File: src/rtl/bse_pkg.sv
// ----------------------------------------------------------------------------
// bse_pkg
// Shared types and constants of the bitmap sort engine: item codes, result
// status codes, default sizes and the command/status bundles between the
// controller and the datapath.
// ----------------------------------------------------------------------------
package bse_pkg;

	localparam int VALUE_BITS_DEF = 16;
	localparam int WORD_BITS_DEF  = 32;

	localparam int FUNC_W   = 2;
	localparam int VALUE_W  = 17;
	localparam int STATUS_W = 3;
	localparam int RESULT_W = 16;

	localparam logic [FUNC_W-1:0] FN_INSERT = 2'd0;
	localparam logic [FUNC_W-1:0] FN_FETCH  = 2'd1;
	localparam logic [FUNC_W-1:0] FN_CLEAR  = 2'd2;

	typedef enum logic [STATUS_W-1:0] {
		ST_INSERTED  = 3'd0,
		ST_DELIVERED = 3'd1,
		ST_DONE      = 3'd2,
		ST_RANGE     = 3'd3,
		ST_CLEARED   = 3'd4
	} status_t;

	typedef struct packed {
		logic    accept;
		logic    ins_rd;
		logic    ins_wr;
		logic    scan_start;
		logic    scan_step;
		logic    clr_start;
		logic    clr_step;
		logic    rsp_load;
		status_t rsp_status;
	} cmd_t;

	typedef struct packed {
		logic in_range;
		logic cursor_end;
		logic scan_hit;
		logic scan_last;
		logic clr_last;
		logic rsp_free;
	} sts_t;

endpackage

File: src/rtl/bse_ctrl.sv
// ----------------------------------------------------------------------------
// bse_ctrl
// Controller of the bitmap sort engine: takes one transaction at a time,
// sequences the insert read-modify-write, the fetch word scan and the clear
// sweep, and hands the result status to the output register.
// ----------------------------------------------------------------------------
module bse_ctrl (
	input  logic                       clk,
	input  logic                       arst_n,
	input  logic                       req_valid,
	output logic                       req_stall,
	input  logic [bse_pkg::FUNC_W-1:0] func,
	input  bse_pkg::sts_t              sts,
	output bse_pkg::cmd_t              cmd
);

	typedef enum logic [5:0] {
		S_INIT   = 6'b000001,
		S_IDLE   = 6'b000010,
		S_INS_WR = 6'b000100,
		S_SCAN   = 6'b001000,
		S_CLEAR  = 6'b010000,
		S_RESP   = 6'b100000
	} state_t;

	state_t           state_q, state_nxt;
	bse_pkg::status_t status_q, status_nxt;

	always_comb begin
		cmd        = '0;
		state_nxt  = state_q;
		status_nxt = status_q;
		req_stall  = (state_q != S_IDLE);
		unique case (state_q)
			S_INIT: begin
				cmd.clr_step = 1'b1;
				if (sts.clr_last) begin
					state_nxt = S_IDLE;
				end
			end
			S_IDLE: begin
				if (req_valid) begin
					cmd.accept = 1'b1;
					unique case (func)
						bse_pkg::FN_INSERT: begin
							if (sts.in_range) begin
								cmd.ins_rd = 1'b1;
								state_nxt  = S_INS_WR;
							end else begin
								status_nxt = bse_pkg::ST_RANGE;
								state_nxt  = S_RESP;
							end
						end
						bse_pkg::FN_FETCH: begin
							if (sts.cursor_end) begin
								status_nxt = bse_pkg::ST_DONE;
								state_nxt  = S_RESP;
							end else begin
								cmd.scan_start = 1'b1;
								state_nxt      = S_SCAN;
							end
						end
						bse_pkg::FN_CLEAR: begin
							cmd.clr_start = 1'b1;
							state_nxt     = S_CLEAR;
						end
						default: begin
							status_nxt = bse_pkg::ST_RANGE;
							state_nxt  = S_RESP;
						end
					endcase
				end
			end
			S_INS_WR: begin
				cmd.ins_wr = 1'b1;
				status_nxt = bse_pkg::ST_INSERTED;
				state_nxt  = S_RESP;
			end
			S_SCAN: begin
				cmd.scan_step = 1'b1;
				if (sts.scan_hit) begin
					status_nxt = bse_pkg::ST_DELIVERED;
					state_nxt  = S_RESP;
				end else if (sts.scan_last) begin
					status_nxt = bse_pkg::ST_DONE;
					state_nxt  = S_RESP;
				end
			end
			S_CLEAR: begin
				cmd.clr_step = 1'b1;
				if (sts.clr_last) begin
					status_nxt = bse_pkg::ST_CLEARED;
					state_nxt  = S_RESP;
				end
			end
			S_RESP: begin
				cmd.rsp_load = sts.rsp_free;
				if (sts.rsp_free) begin
					state_nxt = S_IDLE;
				end
			end
			default: begin
				state_nxt = S_IDLE;
			end
		endcase
		cmd.rsp_status = status_q;
	end

	always_ff @(posedge clk or negedge arst_n) begin
		if (!arst_n) begin
			state_q  <= S_INIT;
			status_q <= bse_pkg::ST_INSERTED;
		end else begin
			state_q  <= state_nxt;
			status_q <= status_nxt;
		end
	end

endmodule

File: config.mk
export PLATFORM = sky130hd
export DESIGN_NAME = bse_ctrl
export DESIGN_NICKNAME = d
export VERILOG_FILES = /design/src/rtl/bse_pkg.sv /design/src/rtl/bse_ctrl.sv
export SDC_FILE = /design/constraint.sdc
export NUM_CORES = 1
export LEC_CHECK = 0
export BUFFER_PORTS_ARGS = -buffer_cell sky130_fd_sc_hd__buf_2
export CORE_AREA = 2 2 39 41
export CTS_CLUSTER_SIZE = 40
export DETAILED_ROUTE_END_ITERATION = 12
export DIE_AREA = 0 0 41 43
export PLACE_DENSITY = 0.74
export RECOVER_POWER = 25
export SLEW_MARGIN = 30
export SYNTH_ARGS = -nofsm -noshare
export SYNTH_HDL_FRONTEND = slang
export SYNTH_SLANG_ARGS = --single-unit
File: constraint.sdc
create_clock -name clk -period 2.4 [get_ports clk]
set_input_delay 0.36 -clock clk [delete_from_list [all_inputs] [get_ports clk]]
set_output_delay 0.36 -clock clk [all_outputs]
set_load 0.03 [all_outputs]
## Word-level counts from Yosys, hierarchy flattened

Cells that the tools add are included.
Widths: inputs -> output; s select.

| word-level totals | value |
|---|---|
| memories | 0 |
| logic and storage cells | 57 |
| memory bits (writable) | 0 |
| output and inout port bits | 12 |
| input port bits | 11 |
| bits in read-only memories | 0 |
| latch bits | 0 |
| bits in registers | 9 |

| cells by class | value |
|---|---|
| shift-type cells | 0 |
| bitwise operators | 0 |
| $lt $le $gt $ge | 0 |
| muxes and demuxes | 33 |
| add/subtract/negate cells | 0 |
| $mul | 0 |
| reductions and logical operators | 5 |
| div/mod/pow operators | 0 |
| equal/unequal tests | 17 |

Operator list:

| operator | number |
|---|---|
| $mux 6 | 8 |
| $pmux 6 s6 | 1 |
| $mux 3 | 6 |
| $pmux 6 s3 | 1 |
| $mux 1 | 13 |
| $pmux 3 s4 | 1 |
| $ne 2x2->1 const B | 5 |
| $ne 3x3->1 const B | 3 |
| $pmux 3 s3 | 1 |
| $reduce_and 7->1 | 1 |
| $eq 6x1->1 const B | 1 |
| $eq 6x2->1 const B | 1 |
| $eq 6x3->1 const B | 1 |
| $eq 6x4->1 const B | 1 |
| $eq 6x5->1 const B | 1 |
| $eq 6x6->1 const B | 1 |
| $ne 6x2->1 const B | 1 |
| $reduce_and 5->1 | 1 |
| $mux 2 | 2 |
| $reduce_bool 4->1 | 1 |
| $eq 2x1->1 const B | 1 |
| $eq 2x2->1 const B | 1 |
| $logic_not 2->1 | 1 |
| $reduce_or 2->1 | 1 |

## Depth between registers and ports, before layout

Gate-level depths: netlist (run 1).

| logic depth | value |
|---|---|
| depth in word-level cells | 4 |
| mapped depth | 6 |
| mapped depth without buffers | 5 |

## Least setup slack after synthesis (run 1)

No wires, ideal clock.

| timing | value |
|---|---|
| path kind | register -> output |
| start | reg state_q[3] |
| end | out cmd[9] in the netlist's numbering |
| buffers on the path | 1 |
| arrival | 1.997 ns |
| setup slack | 0.043 ns |
| required time | 2.040 ns |
| cell stages (with the launch flop) | 5 |
| cell sequence | dfrtp_1 clkbuf_1 nor2_1 nand4_1 nor4b_1 |

RTL lines:

| item | line | RTL |
|---|---|---|
| start, declared | bse_ctrl.sv:26 | `state_t state_q, state_nxt;` |
| start signal, assigned | bse_ctrl.sv:114 | `state_q <= state_nxt;` |
| end, declared | bse_ctrl.sv:14 | `output bse_pkg::cmd_t cmd` |

==> results.cfg, run 1 <==
[cells_and_area]
num_antenna_cells = 0
utilization_pct = 54.5
drive_above_1_share_pct = 37.0
final_common_cell = buf_2
num-nets-final = 104
layout_common_cells = buf_2 (21), dfrtp_1 (8), o21ai_0 (6)
final_area_um2 = 754
area_growth_pct = 27.8

[routing]
first_pass_iters = 4
routedWlPerCell_um = 12.3
num_vias = 593
viasPerCell = 5.49
wirelength_um = 1330
drt_iter0_drc = 9
post-route-drc-count = 0
ant_nets = 0

[sta]
worst_pin_slew_ps = 481
fin_crit_ps = 2200
finalCritPeriodShare_pct = 91.8
rsz0062_at_grt = false
final.setup.worst_slack_ps = 196
setup_viol = 0
slew_headroom_pct = 67.9
hold_viol_final = 0
fin_tns_setup_ps = 0
clock.fmax_mhz = 454
fin_skew_ps = 3.65
finalMaxSlewViolations = 0

[clock_tree]
numCtsBuffers = 3
clk_pin_slew_ps = 60
cts_root_buffer = clkbuf_4
clock_sinks = 9
htreeDepth = 1
clk_path_buf_depth = 2
cts_tree = done
clk_latency_ps = 260

[floorplanning]
start_util_pct = 42.7
core-area_um2 = 1380
die_w_um = 41
die_area_um2 = 1760
num_rows = 14
die_h_um = 43
num_io_pins = 23

[setup_path]
required_ps = 2040
worstPathArrival_ps = 1840
cpPeakStageDelay_ps = 380
path_buf_inv = 2
start_kind = flop
ff2ff_path_depth = 5
cp-end-kind = output port
crit_slowest_cell = dfrtp_1
path_class = flop to output port
worstPathCellList = buf_4, nor3_1, nand4_1, nor3_1, buf_2
path_delay_family = simple AND/OR/NAND/NOR gates
crit_top_cell = nor3_1
worstPathMaxFanout = 11
path_depth = 5

[synthesis]
syn_area_per_cell_um2 = 8.81
synth_nets = 78
ys_warn_count = 0
ys_seq_area_share_pct = 38.3
syn-cell-area_um2 = 591
synth-seq-cells = 9
syn_inst = 67
synth_cell_types = 29

[place]
dp_slack_ps = 212
placed_area_um2 = 717
gp_congestion = 0.786
place.detailed.hpwl_um = 1070
numPortBuffers = 22

[global_route]
grt_pass1_vias = 488
antenna_found_initial = 0
grt_pass1_wl_um = 2140
grt_usage_pct = 17.9
globalRouteOverflowTotal = 0
grt_max_degree = 12

[power_and_ir_drop]
peakVddDrop_mv = 0.549
pwr-share-clk_pct = 16.5
swShare_pct = 44.0
leakagePower_nw = 0.354
intPower_uw = 391
power-per-cell-area_nw_per_um2 = 925
power.net_switching_uw = 307
seq_power_share_pct = 32.3
pwr-share-comb_pct = 51.2

[status]
status = finished, final reports clean

[hold_path]
hp-class = input pin to flop
holdPathStages = 2

[run]
max-cap-violations = 0
-- worst register-to-register path, cell delays in order, from the launching register on --
cell,delay [ps]
dfrtp_1,430
or4_4,570
or4_4,510
o211ai_2,90
nand2b_2,180
mux2_4,300
-- power groups by stage --
stage	registers (mW)	clock network, mW	logic [mW]
4_1_cts	0.225	0.116	0.359
6_report	0.225	0.115	0.357
5_1_grt	0.232	0.121	0.388
3_5_place_dp	0.227	0	0.357
3_3_place_gp	0.225	0	0.353
2_1_floorplan	0.249	0	0.241
-- registers in the layout, summed over array words and instances, names as in the netlist --
| name | cells |
|---|---|
| state_q | 6 |
| status_q | 3 |
-- final timing paths --
check | from | end | slack [ps]
worst max-delay path | state_q[4] | cmd[7] | 200
worst min-delay path | func[1] | state_q[2] | 320
worst max register to register | state_q[1] | status_q[0] | 210
worst min register to register | status_q[2] | status_q[2] | 500
max in group asynchronous | arst_n | state_q[0] | 1480
min in group asynchronous | arst_n | status_q[0] | 570
-- cell families after synthesis --
logic type             count (synthesis)  share of synthesized area (%)
AND/OR/NAND/NOR                       36                           38.3
AO/OA/AOI/OAI                         13                           14.0
flip-flops                             9                           38.3
buffers and inverters                  6                           3.81
XOR/XNOR                               2                           2.97
multiplexers                           1                           2.54
-- per-stage QoR --
step / cells / hold slack [ps] / total power, mW
final: 108 / 318 / 0.698
after global routing: 108 / 319 / 0.741
after CTS: 108 / 320 / 0.700
after detailed placement: 103 / 219 / 0.584
after global placement: 103 / 220 / 0.578
after floorplan: 67 / 64.4 / 0.490
-- metal layers --
| metal | vias to the layer above | track usage, % | wire [um] |
|---|---|---|---|
| met2 | 12 | 25.3 | 648 |
| li1 | 297 | - | - |
| met3 | 4 | 4.71 | 48 |
| met1 | 280 | 25.0 | 614 |
| met5 | - | 0 | 0 |
| met4 | 0 | 8.00 | 20 |
-- area by class of cell --
cell class              instances  area (um2)
flip-flops and latches          9         226
inverters                       3        11.3
fillers                       127         629
multi-input cells              52         344
repair buffers                 24         126
clock buffers                   4        26.3
well taps                      16        20.0
-- repair_timing --
| action | in CTS | in global routing |
|---|---|---|
| setup buffers | 0 | 0 |
| setup endpoints to repair | 0 | 1 |
| endpoints found under the hold margin | 8 | 0 |
| hold buffers | 1 | 0 |
| resized for setup | 0 | 1 |
-- cells in the mapped netlist --
library cell,n,share of area [%]
dfrtp_1,8,34
nor2_1,6,3.8
o21ai_0,6,5.1
nand2b_1,5,5.3
nor3_1,5,4.2
a21oi_1,3,2.5
clkbuf_1,3,1.9
inv_1,3,1.9
nand2_1,2,1.3
nand3_1,2,1.7
nand4b_1,2,3.0
nor3b_1,2,2.5
nor4b_1,2,3.0
or3_2,2,2.5
or4_4,2,3.8
a21boi_0,1,1.3
dfstp_2,1,4.4
mux2_4,1,2.5
nand2b_2,1,1.5
nand3b_1,1,1.3
nand4_1,1,1.1
nor4_1,1,1.1
o211ai_2,1,2.1
o2bb2ai_1,1,1.5
o32ai_1,1,1.5
or2b_1,1,1.3
or3_1,1,1.1
xnor2_1,1,1.5
xor2_1,1,1.5
Power figures use the tool's default switching activity.
==> run 2: changes to the inputs <==
- CELL_PAD_IN_SITES_DETAIL_PLACEMENT: unset -> 1
- CELL_PAD_IN_SITES_GLOBAL_PLACEMENT: unset -> 1
- CORE_AREA: 2 2 39 41 -> unset
- CORE_MARGIN: unset -> 5
- CORE_UTILIZATION: unset -> 33
- DIE_AREA: 0 0 41 43 -> unset
- PLACE_DENSITY: 0.74 -> unset
- PLACE_DENSITY_LB_ADDON: unset -> 0.1
==> results.cfg, run 2 (same netlist as run 1, synthesis figures left out) <==
[clock_tree]
numCtsBuffers = 3
clk_path_buf_depth = 2
clock_sinks = 9
clk_latency_ps = 260
cts_tree = done
cts_post_setup_buffers_inserted = 0
cts_root_buffer = clkbuf_4
clk_pin_slew_ps = 60
htreeDepth = 1

[place]
dp.cells = 112
gp_congestion = 0.794
place.detailed.hpwl_um = 1280
dp_slack_ps = 191
numPortBuffers = 22

[setup_path]
crit_top_cell = or4_4
path_buf_inv = 0
worstPathArrival_ps = 2370
worstPathCellList = or4_4, or4_4, o211ai_2, nand2b_2, mux2_4
worstPathMaxFanout = 7
crit_slowest_cell = or4_4
start_kind = flop
path_class = flop to flop
required_ps = 2550
cpPeakStageDelay_ps = 570
path_delay_family = simple AND/OR/NAND/NOR gates
cp-end-kind = flop

[cells_and_area]
layout_common_cells = buf_2 (21), dfrtp_1 (8), o21ai_0 (6)
area_growth_pct = 29.7
drive_above_1_share_pct = 37.0
stdcell_count = 117
reg.largest.list = state_q: 6 flops, status_q: 3 flops
utilization_pct = 44.8
largest-register = state_q
final_common_cell = buf_2
num_antenna_cells = 0
largest_register_ff_count = 6
num-nets-final = 104

[floorplanning]
die_area_um2 = 2740
core-area_um2 = 1710
start_util_pct = 34.6
die_w_um = 52.3
num_rows = 15
die_h_um = 52.3
num_io_pins = 23

[hold_path]
hp-class = input pin to flop

[routing]
routedWlPerCell_um = 13.9
post-route-drc-count = 0
wirelength_um = 1630
first_pass_iters = 4
ant_nets = 0
drt_iter0_drc = 8
viasPerCell = 5.13
num_vias = 600

[power_and_ir_drop]
power-per-cell-area_nw_per_um2 = 928
total_power_uw = 711
peakVddDrop_mv = 0.498
leakagePower_nw = 0.354

[global_route]
grt_pass1_wl_um = 2590
grt_max_degree = 12
grt_usage_pct = 13.2
grt_pass1_vias = 600
globalRouteOverflowTotal = 0
antenna_found_initial = 0

[sta]
finalCritPeriodShare_pct = 92.4
fin_crit_ps = 2220
fin_skew_ps = 4.55
rsz0062_at_grt = false
finalMaxSlewViolations = 0
slew_headroom_pct = 68.4
clock.fmax_mhz = 451
setup_viol = 0
worst_pin_slew_ps = 473
hold_viol_final = 0
final.setup.worst_slack_ps = 182
fin_tns_setup_ps = 0

[run]
max-cap-violations = 0

[status]
status = finished, final reports clean
==> run 2: cell counts in the layout (fill, tap and decap cells not counted) <==
No cell type changed its count.
==> run 2: final cells by class <==
| class | instances | area [um2] |
|---|---|---|
| clock buffers | 4 | 26.3 |
| fillers | 208 | 942 |
| inverters | 3 | 11.3 |
| multi-input cells | 52 | 344 |
| flip-flops and latches | 9 | 226 |
| well taps | 25 | 31.3 |
| repair buffers | 24 | 126 |
==> run 2: repair_timing <==
item                       CTS  global route
gates resized for setup      0             1
setup endpoints to repair    0             1
hold buffers                 1             0
hold endpoints to repair     8             0
==> run 2: stage by stage <==
stage          hold WS, ps  cell area (um2)
6_report               316              766
4_1_cts                315              764
5_1_grt                305              766
2_1_floorplan         64.4              591
3_5_place_dp           217              728
3_3_place_gp           220              728
==> run 2: worst paths after layout <==
kind	slack, ps	from	cells past startpoint	to
worst max-delay path	180	state_q[1]	5	status_q[0]
worst min-delay path	320	req_valid	2	state_q[1]
worst max register to register	180	state_q[1]	5	status_q[0]
worst min register to register	480	status_q[2]	1	status_q[2]
max in group asynchronous	1490	arst_n	2	state_q[0]
min in group asynchronous	560	arst_n	2	status_q[1]
==> run 2: power breakdown <==
part / internal, mW / switching, mW / total (mW) / leakage (nW)
sequential: 0.188 / 0.0398 / 0.227 / 0.109
clock: 0.0639 / 0.0504 / 0.114 / 0.0150
combinational: 0.139 / 0.230 / 0.369 / 0.230
total: 0.391 / 0.320 / 0.711 / 0.354
==> run 2: layer usage <==
layer	track usage, %	vias up	wire (um)
met5	0	-	0
met4	2.55	0	7
met3	6.27	2	94
met2	21.3	13	793
met1	15.9	288	733
li1	-	297	-
==> run 3: changes to the inputs <==
- REMOVE_ABC_BUFFERS: unset -> 1
==> results.cfg, run 3 (same netlist as run 1, synthesis figures left out) <==
[cells_and_area]
area_growth_pct = 29.2
largest_register_ff_count = 6
utilization_pct = 44.7
num_antenna_cells = 0
drive_above_1_share_pct = 35.9
largest-register = state_q
n_fill_cell = 223
reg.largest.list = state_q: 6 flops, status_q: 3 flops
layout_common_cells = buf_2 (21), dfrtp_1 (8), nor2_1 (6), o21ai_0 (6)
num-nets-final = 104
final_common_cell = buf_2
final_area_um2 = 763
stdcell_count = 117

[clock_tree]
clk_path_buf_depth = 2
cts_post_setup_buffers_inserted = 0
cts_resized = 0
cts_root_buffer = clkbuf_4
hold_buffers = 1
numCtsBuffers = 3
clock_sinks = 9
clk_latency_ps = 260
htreeDepth = 1
clk_pin_slew_ps = 60
cts_tree = done

[routing]
post-route-drc-count = 0
num_vias = 605
wirelength_um = 1770
routedWlPerCell_um = 15.1
ant_nets = 0
viasPerCell = 5.17
drt_iter0_drc = 6
first_pass_iters = 2

[global_route]
grt_pass1_vias = 632
antenna_found_initial = 0
globalRouteOverflowTotal = 0
grt_max_degree = 12
grt_pass1_wl_um = 3070
grt_usage_pct = 15.3

[power_and_ir_drop]
peakVddDrop_mv = 0.441
power-per-cell-area_nw_per_um2 = 934
total_power_uw = 713
leakagePower_nw = 0.353

[place]
numPortBuffers = 22
dp.cells = 112
place.detailed.hpwl_um = 1410
dp_slack_ps = 179
gp_congestion = 0.776
placed_area_um2 = 728

[setup_path]
path_class = flop to flop
worstPathCellList = or4_4, or4_4, o211ai_2, nand2b_2, mux2_4
r2r_setup_slack_ps = 170
cpPeakStageDelay_ps = 570
crit_slowest_cell = or4_4
start_kind = flop
required_ps = 2550
worstPathArrival_ps = 2370
worstPathMaxFanout = 7
crit_top_cell = or4_4
cp-end-kind = flop

[sta]
rsz0062_at_grt = false
finalCritPeriodShare_pct = 92.7
fin_tns_setup_ps = 0
hold_viol_final = 0
fin_hold_ws_ps = 320
final.setup.worst_slack_ps = 174
finalMaxSlewViolations = 0
fin_skew_ps = 1.79
setup_viol = 0
fin_crit_ps = 2230
worst_pin_slew_ps = 523
clock.fmax_mhz = 449
slew_headroom_pct = 65.1

[floorplanning]
die_area_um2 = 2740
start_util_pct = 34.6
core-area_um2 = 1710
num_rows = 15
die_w_um = 52.3
num_io_pins = 23
die_h_um = 52.3

[run]
max-cap-violations = 0

[hold_path]
hp-class = input pin to flop

[status]
status = finished, final reports clean
run 3: cell counts in the layout (fill, tap and decap cells not counted):
No cell type changed its count.
run 3: cell type report:
cell class	count	area, um2	area share (%)
clock buffer	4	26.3	3.44
inverter	3	11.3	1.48
multi-input combinational	52	342	44.8
sequential	9	226	29.7
tap	25	31.3	4.10
timing repair buffer	24	126	16.6
run 3: per-layer routing:
metal  global-route usage, %  vias up  wire, um
met4                    6.38        0        22
met5                       0        -         0
met1                    20.1      295       817
met2                    24.0       13       847
met3                    3.42        4        77
li1                        -      293         -
run 3: final timing paths:
path / from / to / cells after the start
max: state_q[1] / status_q[0] / 5
min: req_valid / state_q[1] / 2
max reg2reg: state_q[1] / status_q[0] / 5
min reg2reg: status_q[2] / status_q[2] / 1
max in group asynchronous: arst_n / state_q[0] / 2
min in group asynchronous: arst_n / state_q[4] / 2
run 3: where the power goes:
part	switching [mW]	internal, mW
combinational	0.230	0.139
sequential	0.0391	0.188
clock	0.0537	0.0641
total	0.322	0.391
run 3: critical path: cells and delay by family, from the launching register on:
family	cells	cell delay (ps)
compound gates	1	90
flops	1	440
mux	1	310
simple gates	3	1270
